File: config.mk
export PLATFORM = sky130hd
export DESIGN_NAME = framed_packet_receiver_crc16
export DESIGN_NICKNAME = d
export VERILOG_FILES = /design/src/rtl/fprc_pkg.sv /design/src/rtl/framed_packet_receiver_crc16.sv
export SDC_FILE = /design/constraint.sdc
export NUM_CORES = 1
export LEC_CHECK = 0
export BUFFER_PORTS_ARGS = -buffer_cell sky130_fd_sc_hd__buf_4
export CORE_ASPECT_RATIO = 2
export CORE_MARGIN = 2
export CORE_UTILIZATION = 59
export CTS_CLUSTER_SIZE = 30
export DETAILED_ROUTE_END_ITERATION = 6
export GPL_ROUTABILITY_DRIVEN = 1
export MAX_ROUTING_LAYER = met4
export PLACE_DENSITY_LB_ADDON = 0.25
export SYNTH_ARGS = -nofsm -noshare
export SYNTH_HDL_FRONTEND = slang
export SYNTH_SLANG_ARGS = --single-unit
File: constraint.sdc
create_clock -name clk_i -period 5.2 [get_ports clk_i]
set_clock_uncertainty 0.05 [all_clocks]
set_input_delay 1.04 -clock clk_i [delete_from_list [all_inputs] [get_ports clk_i]]
set_output_delay 1.04 -clock clk_i [all_outputs]
set_load 0.02 [all_outputs]
File: src/rtl/fprc_pkg.sv
// Package for the framed packet receiver: phase and result-kind codes,
// register indexes, the bytewise CRC-16 step and the command lookup.
// No dependencies.
`default_nettype none

package fprc_pkg;

  localparam int unsigned ByteW     = 8;
  localparam int unsigned CrcW      = 16;
  localparam int unsigned KindW     = 2;
  localparam int unsigned CfgAddrW  = 4;
  localparam int unsigned CfgDataW  = 32;
  localparam int unsigned OutDataW  = 32;

  localparam logic [CrcW-1:0]  CrcPoly      = 16'h1021;
  localparam logic [ByteW-1:0] SyncFirstRst = 8'h6A;
  localparam logic [ByteW-1:0] SyncSecRst   = 8'h01;
  localparam logic [ByteW-1:0] MaxLenRst    = 8'hFF;

  // Parser phases, one-hot.
  typedef enum logic [7:0] {
    PH_HUNT  = 8'b0000_0001,
    PH_SYNC2 = 8'b0000_0010,
    PH_LENHI = 8'b0000_0100,
    PH_LENLO = 8'b0000_1000,
    PH_CMD   = 8'b0001_0000,
    PH_DATA  = 8'b0010_0000,
    PH_CRCHI = 8'b0100_0000,
    PH_CRCLO = 8'b1000_0000
  } phase_e;

  // Result kinds carried on tuser.
  typedef enum logic [KindW-1:0] {
    KIND_CMD     = 2'd0,
    KIND_PAYLOAD = 2'd1,
    KIND_GOOD    = 2'd2,
    KIND_CRC_ERR = 2'd3
  } kind_e;

  // Register indexes (byte address = 4 * index).
  typedef enum logic [1:0] {
    REG_SYNC_FIRST  = 2'd0,
    REG_SYNC_SECOND = 2'd1,
    REG_MAX_LEN     = 2'd2
  } reg_idx_e;

  // Known command codes.
  localparam logic [ByteW-1:0] CmdA = 8'h01;
  localparam logic [ByteW-1:0] CmdB = 8'h31;
  localparam logic [ByteW-1:0] CmdC = 8'h32;
  localparam logic [ByteW-1:0] CmdD = 8'h70;
  localparam logic [ByteW-1:0] CmdE = 8'hF1;
  localparam logic [ByteW-1:0] CmdF = 8'hF0;

  // One byte of CRC-16/XMODEM, MSB first.
  function automatic logic [CrcW-1:0] crc_step(input logic [CrcW-1:0]  crc_in,
                                               input logic [ByteW-1:0] data);
    logic [CrcW-1:0] c;
    c = crc_in ^ {data, 8'h00};
    for (int k = 0; k < ByteW; k++) begin
      if (c[CrcW-1]) begin
        c = {c[CrcW-2:0], 1'b0} ^ CrcPoly;
      end else begin
        c = {c[CrcW-2:0], 1'b0};
      end
    end
    return c;
  endfunction

  function automatic logic is_known_cmd(input logic [ByteW-1:0] c);
    return (c == CmdA) || (c == CmdB) || (c == CmdC) ||
           (c == CmdD) || (c == CmdE) || (c == CmdF);
  endfunction

endpackage

`default_nettype wire

File: src/rtl/framed_packet_receiver_crc16.sv
// Framed packet receiver with CRC-16 check, top level.
// Depends on fprc_pkg.
`default_nettype none

// Hunts a byte stream for frames: sync_first, sync_second, 16-bit big-endian
// payload length, command byte, payload, big-endian CRC-16 (poly 0x1021,
// init 0, no reflection) over sync through last payload byte. One result is
// sent for the command byte, one per payload byte, and a good / CRC-error
// verdict after the second CRC byte; every result of a frame carries a flag
// for the six known commands. A length above max_payload_len (or 256 and up)
// or a wrong second sync byte drops back to hunt; a mismatching second sync
// byte is not retried as a first sync. tlast on the input (end of chunk)
// returns the parser to hunt after its byte is handled.
// Rate: one byte per clock. Each accepted byte updates the parser state and
// CRC in the cycle it is taken (bytewise parallel CRC), and any result it
// causes lands in the output register the next cycle. The input is ready
// whenever that output register is empty or being drained, so a stall on the
// output side costs exactly the stalled cycles. No clearing pass after reset.
// Config writes are for the user to make only while the block is idle; the block does not enforce it.
module framed_packet_receiver_crc16 (
  input  wire logic                          clk_i,
  input  wire logic                          rst_ni,
  // APB configuration port
  input  wire logic                          psel,
  input  wire logic                          penable,
  input  wire logic                          pwrite,
  input  wire logic [fprc_pkg::CfgAddrW-1:0] paddr,
  input  wire logic [fprc_pkg::CfgDataW-1:0] pwdata,
  output      logic [fprc_pkg::CfgDataW-1:0] prdata,
  output      logic                          pready,
  // Input byte stream
  input  wire logic                          s_axis_tvalid_i,
  output      logic                          s_axis_tready_o,
  input  wire logic [fprc_pkg::ByteW-1:0]    s_axis_tdata_i,   // [7:0] in_byte
  input  wire logic                          s_axis_tlast_i,   // end_of_chunk
  // Result stream
  output      logic                          m_axis_tvalid_o,
  input  wire logic                          m_axis_tready_i,
  // [7:0] out_byte, [15:8] byte_index, [23:16] frame_len, [24] known_command,
  // [31:25] zero
  output      logic [fprc_pkg::OutDataW-1:0] m_axis_tdata_o,
  output      logic [fprc_pkg::KindW-1:0]    m_axis_tuser_o    // [1:0] out_kind
);

  localparam int unsigned BW = fprc_pkg::ByteW;

  // ---------------------------------------------------------------------
  // Configuration registers
  // ---------------------------------------------------------------------
  logic [BW-1:0] sync_first_q, sync_second_q, max_len_q;
  logic          cfg_wr;
  logic [1:0]    cfg_idx;

  assign pready  = 1'b1;
  assign cfg_wr  = psel & penable & pwrite & pready;
  assign cfg_idx = paddr[3:2];

  always_ff @(posedge clk_i or negedge rst_ni) begin
    if (!rst_ni) begin
      sync_first_q  <= fprc_pkg::SyncFirstRst;
      sync_second_q <= fprc_pkg::SyncSecRst;
      max_len_q     <= fprc_pkg::MaxLenRst;
    end else if (cfg_wr) begin
      case (cfg_idx)
        fprc_pkg::REG_SYNC_FIRST:  sync_first_q  <= pwdata[BW-1:0];
        fprc_pkg::REG_SYNC_SECOND: sync_second_q <= pwdata[BW-1:0];
        fprc_pkg::REG_MAX_LEN:     max_len_q     <= pwdata[BW-1:0];
        default: ;  // unmapped address, write dropped
      endcase
    end
  end

  always_comb begin
    case (cfg_idx)
      fprc_pkg::REG_SYNC_FIRST:  prdata = {24'd0, sync_first_q};
      fprc_pkg::REG_SYNC_SECOND: prdata = {24'd0, sync_second_q};
      fprc_pkg::REG_MAX_LEN:     prdata = {24'd0, max_len_q};
      default:                   prdata = '0;
    endcase
  end

  // ---------------------------------------------------------------------
  // Handshake: take a request whenever the output register can move on
  // ---------------------------------------------------------------------
  logic out_valid_q, out_valid_d;
  logic in_acc;

  assign s_axis_tready_o = !out_valid_q || m_axis_tready_i;
  assign in_acc          = s_axis_tvalid_i && s_axis_tready_o;

  // ---------------------------------------------------------------------
  // Parser state
  // ---------------------------------------------------------------------
  fprc_pkg::phase_e        phase_q, phase_d;
  logic [BW-1:0]           len_hi_q, len_hi_d;    // length high byte
  logic [BW-1:0]           len_q, len_d;          // accepted payload length
  logic [BW-1:0]           cnt_q, cnt_d;          // payload bytes seen
  logic [fprc_pkg::CrcW-1:0] crc_q, crc_d;
  logic [BW-1:0]           rx_crc_hi_q, rx_crc_hi_d;
  logic                    known_q, known_d;

  logic [BW-1:0]           b;
  logic [fprc_pkg::CrcW-1:0] crc_upd;
  logic [BW:0]             cnt_inc;

  // Result being formed for this request
  logic                    emit;
  fprc_pkg::kind_e         res_kind;
  logic [BW-1:0]           res_byte, res_idx;

  assign b       = s_axis_tdata_i;
  assign crc_upd = fprc_pkg::crc_step(
                     (phase_q == fprc_pkg::PH_HUNT) ? '0 : crc_q, b);
  assign cnt_inc = {1'b0, cnt_q} + {{BW{1'b0}}, 1'b1};

  always_comb begin
    phase_d     = phase_q;
    len_hi_d    = len_hi_q;
    len_d       = len_q;
    cnt_d       = cnt_q;
    crc_d       = crc_q;
    rx_crc_hi_d = rx_crc_hi_q;
    known_d     = known_q;
    emit        = 1'b0;
    res_kind    = fprc_pkg::KIND_CMD;
    res_byte    = '0;
    res_idx     = '0;

    case (phase_q)
      fprc_pkg::PH_HUNT: begin
        if (b == sync_first_q) begin
          crc_d   = crc_upd;
          phase_d = fprc_pkg::PH_SYNC2;
        end
      end
      fprc_pkg::PH_SYNC2: begin
        if (b == sync_second_q) begin
          crc_d   = crc_upd;
          phase_d = fprc_pkg::PH_LENHI;
        end else begin
          phase_d = fprc_pkg::PH_HUNT;
        end
      end
      fprc_pkg::PH_LENHI: begin
        len_hi_d = b;
        crc_d    = crc_upd;
        phase_d  = fprc_pkg::PH_LENLO;
      end
      fprc_pkg::PH_LENLO: begin
        // Length must be below 256 and within the configured limit.
        if (len_hi_q == '0 && b <= max_len_q) begin
          len_d   = b;
          crc_d   = crc_upd;
          phase_d = fprc_pkg::PH_CMD;
        end else begin
          phase_d = fprc_pkg::PH_HUNT;
        end
      end
      fprc_pkg::PH_CMD: begin
        crc_d    = crc_upd;
        known_d  = fprc_pkg::is_known_cmd(b);
        cnt_d    = '0;
        emit     = 1'b1;
        res_kind = fprc_pkg::KIND_CMD;
        res_byte = b;
        phase_d  = (len_q == '0) ? fprc_pkg::PH_CRCHI : fprc_pkg::PH_DATA;
      end
      fprc_pkg::PH_DATA: begin
        crc_d    = crc_upd;
        emit     = 1'b1;
        res_kind = fprc_pkg::KIND_PAYLOAD;
        res_byte = b;
        res_idx  = cnt_q;
        cnt_d    = cnt_inc[BW-1:0];
        if (cnt_inc >= {1'b0, len_q}) begin
          phase_d = fprc_pkg::PH_CRCHI;
        end
      end
      fprc_pkg::PH_CRCHI: begin
        rx_crc_hi_d = b;
        phase_d     = fprc_pkg::PH_CRCLO;
      end
      fprc_pkg::PH_CRCLO: begin
        emit     = 1'b1;
        res_kind = ({rx_crc_hi_q, b} == crc_q) ? fprc_pkg::KIND_GOOD
                                               : fprc_pkg::KIND_CRC_ERR;
        phase_d  = fprc_pkg::PH_HUNT;
      end
      default: begin
        phase_d = fprc_pkg::PH_HUNT;
      end
    endcase

    // End of chunk: byte handled as usual, then back to hunt.
    if (s_axis_tlast_i) begin
      phase_d = fprc_pkg::PH_HUNT;
    end
  end

  always_ff @(posedge clk_i or negedge rst_ni) begin
    if (!rst_ni) begin
      phase_q     <= fprc_pkg::PH_HUNT;
      known_q     <= 1'b0;
      len_hi_q    <= '0;
      len_q       <= '0;
      cnt_q       <= '0;
      crc_q       <= '0;
      rx_crc_hi_q <= '0;
    end else if (in_acc) begin
      phase_q     <= phase_d;
      known_q     <= known_d;
      len_hi_q    <= len_hi_d;
      len_q       <= len_d;
      cnt_q       <= cnt_d;
      crc_q       <= crc_d;
      rx_crc_hi_q <= rx_crc_hi_d;
    end
  end

  // ---------------------------------------------------------------------
  // Output register
  // ---------------------------------------------------------------------
  logic [fprc_pkg::OutDataW-1:0] out_data_q;
  fprc_pkg::kind_e               out_kind_q;

  always_comb begin
    out_valid_d = out_valid_q;
    if (s_axis_tready_o) begin
      out_valid_d = in_acc && emit;
    end
  end

  always_ff @(posedge clk_i or negedge rst_ni) begin
    if (!rst_ni) begin
      out_valid_q <= 1'b0;
    end else begin
      out_valid_q <= out_valid_d;
    end
  end

  always_ff @(posedge clk_i) begin
    if (in_acc && emit) begin
      out_kind_q <= res_kind;
      out_data_q <= {7'd0, known_d, len_d, res_idx, res_byte};
    end
  end

  assign m_axis_tvalid_o = out_valid_q;
  assign m_axis_tdata_o  = out_data_q;
  assign m_axis_tuser_o  = out_kind_q;

endmodule

`default_nettype wire

==> flow_summary.ini, run 1 <==
[outcome]
status = completed

[clock_network]
clk_pin_slew_ns = 0.07
cts-buffers-inserted = 9
cts_setup_buffers = 0
clock_latency_ns = 0.35
cts_tree = yes
cts_resized = 0
clock-sinks = 109
cts_root_buf = clkbuf_16
clockBufferDepth = 2
h-tree-depth = 3
ctsHoldBuffers = 0

[power_and_ir_drop]
max-vdd-ir-drop_uv = 299
p_per_area_nw_per_um2 = 391
leakagePower_nw = 3.03

[final_layout]
drive_gt1_share_pct = 26.7
final_util_pct = 68.2
n_antenna_cell = 0
design_area_sq_um = 6930
area_delta_synth_final_pct = 11.9
fillerInstances = 792
final_nets = 686

[floorplanning]
io_pins = 121
num_rows = 52
start_util_pct = 61.0
design.die.area_sq_um = 11400
die_h_microns = 149
die_w_microns = 76.4
core_area_sq_um = 10100

[routing]
vias = 4303
wl_per_cell_microns = 17.5
drc = 0
drt_wl_total_mm = 13.3
antenna_left = 0
drt_iter0_drc = 146
via_per_inst = 5.68
drtPass1Iterations = 4

[synth]
ys_warn_count = 0
yosysTopAreaCellShare_pct = 27.5
synth.area.top_cells = dfrtp_1 27%, edfxtp_1 13%, mux2_2 10%
synthDistinctLibCells = 52
synth_edf_count = 27
synthArstFlopShare_pct = 75.2
netlist_area_sq_um = 6190
synth_area_leader_cell = dfrtp_1
synthFlopType = dfrtp_1
synthCells = 571
syn_avg_cell_area_sq_um = 10.8
yosysSeqAreaShare_pct = 46.5
ys_ff_latch = 109

[global_routing]
grt_overflow = 0
grt_pass1_vias = 4466
grt.total_usage_pct = 25.1
antenna_found_initial = 0
grt_first_pass_wirelength_mm = 21.4
grt_max_degree = 83

[timing]
setup_viol = 0
relSlewSlack_pct = 18.4
worst_pin_slew_ns = 1.21
fin_crit_sh_pct = 62.8
rsz0062_at_grt = false
setup_tns_ns = 0
hold_violations = 0
min_period_ns = 3.26
maxSlewViolCount = 0
clock.fmax_ghz = 0.306

[placed_design]
place_congestion = 0.928
numPortBuffers = 62
dpl_cell_area_sq_um = 6620
hpwl_mm = 10.1

[critical_path]
critical_path_class = primary input to primary output
critPathMaxFanout = 12
worstReg2RegStart = phase_q[4]
cp-startpoint = paddr[2]
reg2reg_to = len_q[5]
critPathLaunchType = primary input
r2r_setup_slack_ns = 1.99
cp.required_ns = 4.11
end_kind = primary output
rr_worst_depth = 6
worst_ep_arrival_time_ns = 2.17

[hold_path]
min_from = phase_q[0]
holdPathEnd = phase_q[0]
worstHoldPathCells = 2
holdCritPathClass = flip-flop to flip-flop

[flow_run]
max-cap-violations = 0
## synth_stat cells, types with 3 or more instances
cell type  number
dfrtp_1        68
mux2_2         56
xnor2_1        56
nand2_1        45
o21ai_0        36
buf_4          33
edfxtp_1       27
clkbuf_1       24
xor2_1         23
nor2_1         22
inv_1          21
ha_1           17
and2_1         15
dfstp_2        14
a21oi_1        11
nand3_1        11
mux2i_1         9
nand4_1         9
nor4_1          9
a32o_1          7
nor3_1          7
and3_1          5
a21o_1          4
a22o_1          4
o31ai_1         3
## placed cells by master (no fill, tap or decap), types with 3 or more instances in the layout
cell	count
inv_6	3
mux2_2	56
ha_1	17
dfrtp_1	68
o31ai_1	3
conb_1	32
and3_1	5
nand3_1	11
and2_1	15
nor3_1	7
o21ai_0	36
inv_1	21
a22o_1	4
mux2i_1	9
buf_4	65
nor4_1	8
edfxtp_1	27
nand2_1	45
a21o_1	4
xor2_1	23
a32o_1	7
nand4_1	9
dfstp_2	14
nor2_1	22
clkbuf_16	9
xnor2_1	56
a21oi_1	10
## power by group
group	switching (W)	leakage, nW	internal [W]
Sequential	0.000140	1.29	0.00102
Combinational	0.000436	1.60	0.000413
Clock	0.000325	0.147	0.000380
Total	0.000901	3.03	0.00181
## layer usage
layer  up-vias  track usage [%]  routed length, microns
met5         -                -                       0
met4         0             18.1                     857
met3        48             5.02                     451
met2       133             45.9                    7460
met1      2103             22.5                    4500
li1       2019                -                       -
## registers in the layout (all words and copies together) (netlist names)
name             cells
sync_second_q        8
sync_first_q         8
rx_crc_hi_q          8
known_q              1
m_axis_tuser_o       2
m_axis_tvalid_o      1
crc_q               16
cnt_q                8
len_hi_q             8
max_len_q            8
m_axis_tdata_o      25
phase_q              8
len_q                8
## cell type report
type | count | area (sq um) | share of cell area (%)
clock buffers | 9 | 225 | 3.25
clock inverters | 7 | 81.3 | 1.17
inverters | 21 | 78.8 | 1.14
multi-input cells | 411 | 3000 | 43.4
flip-flops and latches | 109 | 2880 | 41.6
well taps | 135 | 169 | 2.44
repair buffers | 65 | 488 | 7.04
## cells by family after synthesis
| logic type | Yosys count | synth area share (%) |
|---|---|---|
| DFF | 109 | 46.5 |
| AOI/OAI and AO/OA | 75 | 7.72 |
| xor gates and xnor gates | 79 | 11.2 |
| buffers and inverters | 81 | 6.93 |
| muxes | 65 | 11.6 |
| and+or+nand+nor | 143 | 12.4 |
| adders and majority gates | 17 | 3.44 |
| other | 2 | 0.121 |
## per-stage QoR
| step | cells | hold WS (ns) | power, W | setup WS, ns |
|---|---|---|---|---|
| 3_5_place_dp | 741 | 0.446 | 0.00202 | 1.65 |
| 5_1_grt | 757 | 0.480 | 0.00285 | 1.76 |
| 4_1_cts | 757 | 0.462 | 0.00273 | 1.94 |
| 2_1_floorplan | 601 | 0.416 | 0.00183 | 1.88 |
| 6_report | 757 | 0.460 | 0.00271 | 1.94 |
| 3_3_place_gp | 741 | 0.429 | 0.00198 | 1.67 |
## how the worst max path moves through the flow
stage	endpoint	slack (ns)	depth (start not counted)
global placement	m_axis_tdata_o[16]	1.67	8
CTS	prdata[3]	1.94	5
finish	prdata[3]	1.94	5
floorplan	m_axis_tdata_o[0]	1.88	3
global route	len_q[0]	1.76	6
detailed placement	m_axis_tdata_o[16]	1.65	7
## worst max-delay path, stage by stage
cell     delay [ns]
buf_4          0.18
nor2b_1        0.54
nand2_1        0.10
o21ai_0        0.12
buf_4          0.18
(Power assumes the default switching activity.)
==> run 2, diff against run 1 <==
--- a/config.mk
+++ b/config.mk
@@ -8,7 +8,7 @@
 export BUFFER_PORTS_ARGS = -buffer_cell sky130_fd_sc_hd__buf_4
 export CORE_ASPECT_RATIO = 2
 export CORE_MARGIN = 2
-export CORE_UTILIZATION = 59
+export CORE_UTILIZATION = 50
 export CTS_CLUSTER_SIZE = 30
 export DETAILED_ROUTE_END_ITERATION = 6
 export GPL_ROUTABILITY_DRIVEN = 1
==> constraint.sdc (replaced) <==
create_clock -name clk_i -period 2.7 [get_ports clk_i]
set_clock_uncertainty 0.05 [all_clocks]
set_input_delay 0.54 -clock clk_i [delete_from_list [all_inputs] [get_ports clk_i]]
set_output_delay 0.54 -clock clk_i [all_outputs]
set_load 0.02 [all_outputs]
==> flow_summary.ini, run 2 (synthesis gave the netlist of run 1 again) <==
[clock_network]
cts-buffers-inserted = 9
clockBufferDepth = 2
h-tree-depth = 3
clock-sinks = 109
cts_root_buf = clkbuf_16
clock_latency_ns = 0.35
clk_pin_slew_ns = 0.07
cts_tree = yes

[critical_path]
rr_worst_depth = 11
end_kind = flip-flop
critical_path_class = flip-flop to flip-flop
cp.required_ns = 2.89
r2r_setup_slack_ns = 0.07
worstReg2RegStart = cnt_q[3]
worst_ep_arrival_time_ns = 2.82
critPathMaxFanout = 3
critPathLaunchType = flip-flop
reg2reg_to = phase_q[2]

[timing]
relSlewSlack_pct = 56.1
fin_crit_sh_pct = 97.4
min_period_ns = 2.63
setup_tns_ns = 0
clock.fmax_ghz = 0.380
maxSlewViolCount = 0
worst_slack_ns = 0.0697
rsz0062_at_grt = true
setup_viol = 0
worst_pin_slew_ns = 0.650
hold_violations = 0

[global_routing]
grt_overflow = 0
use_met1_pct = 23.0
antenna_found_initial = 0
grt.total_usage_pct = 23.7
busiest_layer = met2
grt_first_pass_wirelength_mm = 22.9
globalRouteMet3Util_pct = 3.35
grt_pass1_vias = 4656
grt_max_degree = 46
gr-usage-met2_pct = 42.7

[final_layout]
area_delta_synth_final_pct = 19.5
n_antenna_cell = 0
final_util_pct = 61.0
final_nets = 729
largest_reg_flops = 25
drive_gt1_share_pct = 33.1
final_cell_count_no_fill = 812
layout_common_cells = 104 x buf_4, 68 x dfrtp_1, 56 x mux2_2
layout_commonest_cell = buf_4

[routing]
drt_wl_total_mm = 14.4
vias = 4449
via_per_inst = 5.48
drtPass1Iterations = 4
antenna_left = 0
wl_per_cell_microns = 17.8
drc = 0
drt_iter0_drc = 180

[hold_path]
holdCritPathClass = primary input to asynchronous set/reset pin

[power_and_ir_drop]
p_per_area_nw_per_um2 = 734
leakagePower_nw = 3.30
max-vdd-ir-drop_uv = 552

[floorplanning]
core_area_sq_um = 12100
die_w_microns = 82.7
design.die.area_sq_um = 13300
io_pins = 121
start_util_pct = 51.1
die_h_microns = 161
num_rows = 57

[placed_design]
pre_cts_ws_ns = -0.0791
place_congestion = 0.970
dp_cells = 794
hpwl_mm = 11.1
numPortBuffers = 62

[outcome]
status = completed

[flow_run]
max-cap-violations = 0
-- run 2: cell count changes in the layout (fill, tap and decap cells not counted), moves of 3 or more --
| cell | before | now |
|---|---|---|
| and3_4 | 0 | 3 |
| buf_12 | 0 | 3 |
| and3_1 | 5 | 2 |
| buf_4 | 65 | 104 |
-- run 2: repair_timing --
item,4_1_cts,5_1_grt
cloned,0,0
buffers inserted,1,1
hold endpoints to repair,0,0
pin swaps,1,2
resized for setup,4,10
endpoints found under the setup margin,8,32
hold buffers,0,0
-- run 2: cell type report --
type                       count  area (sq um)
fill                         999          4730
multi-input combinational    411          3090
sequential                   109          2880
timing repair buffer         108           852
clock buffer                  10           229
tap                          147           184
clock inverter                 6          86.3
inverter                      21          78.8
-- run 2: report_power, final --
| group | internal (W) | switching, W |
|---|---|---|
| Combinational | 0.000908 | 0.000897 |
| Clock | 0.000814 | 0.000599 |
| Sequential | 0.00196 | 0.000259 |
-- run 2: stage by stage --
step,instance area [sq um],power [W],hold WS (ns)
2_1_floorplan,6320,0.00353,0.194
3_3_place_gp,6990,0.00397,0.438
3_5_place_dp,6990,0.00403,0.441
4_1_cts,7340,0.00546,0.151
5_1_grt,7400,0.00572,0.185
6_report,7400,0.00543,0.143
-- run 2: worst max-delay path by stage --
| stage | start | endpoint | slack, ns | cells past startpoint |
|---|---|---|---|---|
| 2_1_floorplan | s_axis_tdata_i[0] | crc_q[0] | 0.12 | 10 |
| 3_3_place_gp | cnt_q[4] | phase_q[2] | -0.03 | 11 |
| 3_5_place_dp | cnt_q[4] | phase_q[2] | -0.08 | 11 |
| 4_1_cts | cnt_q[3] | phase_q[2] | 0.006 | 11 |
| 5_1_grt | cnt_q[4] | phase_q[2] | -0.02 | 11 |
| 6_report | cnt_q[3] | phase_q[2] | 0.07 | 11 |
-- run 2: metal layers --
layer  wire, microns  vias up
met5               0        -
met4             818        0
met3             493       53
met2            8220      131
met1            4890     2170
li1                -     2095
-- run 2: worst max-delay path: stages, from the launching register on --
cell and delay [ns]:
dfrtp_1 0.35, and3_4 0.20, and3_4 0.19, nand3_2 0.10
xnor2_2 0.16, ha_1 0.29, and3_4 0.19, a221oi_2 0.20
o2111a_2 0.30, nor3_1 0.09, buf_4 0.15, a32o_1 0.24
==> run 3, diff against run 2 <==
--- a/config.mk
+++ b/config.mk
@@ -14,6 +14,7 @@
 export GPL_ROUTABILITY_DRIVEN = 1
 export MAX_ROUTING_LAYER = met4
 export PLACE_DENSITY_LB_ADDON = 0.25
+export SETUP_SLACK_MARGIN = 0.1
 export SYNTH_ARGS = -nofsm -noshare
 export SYNTH_HDL_FRONTEND = slang
 export SYNTH_SLANG_ARGS = --single-unit
==> flow_summary.ini, run 3 (synthesis gave the netlist of run 1 again) <==
[outcome]
status = completed

[global_routing]
grt_overflow = 0
grt.total_usage_pct = 23.8
antenna_found_initial = 0
grt_first_pass_wirelength_mm = 23.1
grt_pass1_vias = 4674
grt_max_degree = 46

[clock_network]
clockBufferDepth = 2
clock-sinks = 109
clk_pin_slew_ns = 0.07
cts_root_buf = clkbuf_16
h-tree-depth = 3
clock_latency_ns = 0.35
cts-buffers-inserted = 9
cts_tree = yes

[timing]
setup_viol = 0
fin_crit_sh_pct = 96.5
relSlewSlack_pct = 59.9
worst_slack_ns = 0.0934
maxSlewViolCount = 0
clock.fmax_ghz = 0.384
rsz0062_at_grt = true
worst_pin_slew_ns = 0.601
min_period_ns = 2.61
hold_violations = 0

[power_and_ir_drop]
max-vdd-ir-drop_uv = 554
p_per_area_nw_per_um2 = 730
fin_total_pwr_w = 0.00547
leakagePower_nw = 3.33

[critical_path]
worst_ep_arrival_time_ns = 2.80
end_kind = flip-flop
critical_path_class = flip-flop to flip-flop
critPathLaunchType = flip-flop
crit_buf_inv = 2
cp.required_ns = 2.89
cp_common_cell = and3_4
cp-startpoint = cnt_q[3]
cp_top_family = compound AO/OA/AOI/OAI gates
worstReg2RegStart = cnt_q[3]
cp_slowest_stage_delay_ns = 0.39
cp_slowest_cell = dfrtp_1
critPathMaxFanout = 3
path_cells = and3_4, and3_4, buf_6, xor2_1, ha_1, and3_4, a221oi_2, o2111a_2, nor3_2, buf_4, a32o_1

[floorplanning]
die_w_microns = 82.7
core_area_sq_um = 12100
die_h_microns = 161
num_rows = 57
design.die.area_sq_um = 13300
io_pins = 121
start_util_pct = 51.1

[placed_design]
numPortBuffers = 62
dp_cells = 794
pre_cts_ws_ns = -0.0791
hpwl_mm = 11.1
place_congestion = 0.970

[final_layout]
area_delta_synth_final_pct = 21.0
final_nets = 735
largest_reg_flops = 25
layout_commonest_cell = buf_4
drive_gt1_share_pct = 34.4
fillerInstances = 987
final_cell_count_no_fill = 818
layout_common_cells = 109 x buf_4, 67 x dfrtp_1, 56 x mux2_2
final_util_pct = 61.8
n_antenna_cell = 0

[routing]
wl_per_cell_microns = 17.8
drt_wl_total_mm = 14.6
vias = 4509
drc = 0
via_per_inst = 5.51
drtPass1Iterations = 4
antenna_left = 0
drt_iter0_drc = 178

[flow_run]
max-cap-violations = 0

[hold_path]
holdCritPathClass = primary input to asynchronous set/reset pin
==> run 3: repair_timing <==
| item | CTS | global route |
|---|---|---|
| buffers inserted | 3 | 5 |
| hold buffers | 0 | 0 |
| resized for setup | 14 | 11 |
| pin swaps | 9 | 16 |
| endpoints found under the setup margin | 28 | 37 |
==> run 3: worst paths after layout <==
check	slack (ns)	endpoint	cells past startpoint
max in group asynchronous	1.79	sync_first_q[6]	2
setup reg to reg	0.09	phase_q[2]	11
hold reg to reg	0.46	rx_crc_hi_q[0]	2
hold / removal	0.14	sync_second_q[3]	1
setup / recovery	0.09	phase_q[2]	11
min in group clk_i	0.37	max_len_q[2]	3
==> run 3: layout make-up <==
class	instances	area [sq um]	share of cell area (%)
well taps	147	184	2.46
multi-input cells	411	3130	41.8
clock inverters	6	86.3	1.15
clock buffers	10	229	3.06
inverters	21	78.8	1.05
flip-flops and latches	109	2880	38.5
repair buffers	114	901	12.0
==> run 3: stage by stage <==
stage | TNS (ns) | hold slack [ns] | instance area (sq um)
final | 0 | 0.141 | 7490
after global routing | 0 | 0.185 | 7490
after CTS | 0 | 0.151 | 7400
after detailed placement | -0.192 | 0.441 | 6990
after global placement | -0.0278 | 0.438 | 6990
after floorplan | 0 | 0.194 | 6320
==> run 3: routing by layer <==
layer  vias up  global-route usage (%)  share of wire (%)
met3        44                    3.41                3.4
met2       129                    42.9                 58
met5         -                       -                  0
met4         0                    13.6                4.7
li1       2110                       -                  -
met1      2226                    23.1                 34
==> run 3: where the power goes <==
part	switching, W	internal (W)	leakage (nW)	total [W]
Combinational	0.000912	0.000925	1.89	0.00184
Sequential	0.000260	0.00196	1.28	0.00222
Clock	0.000599	0.000814	0.153	0.00141
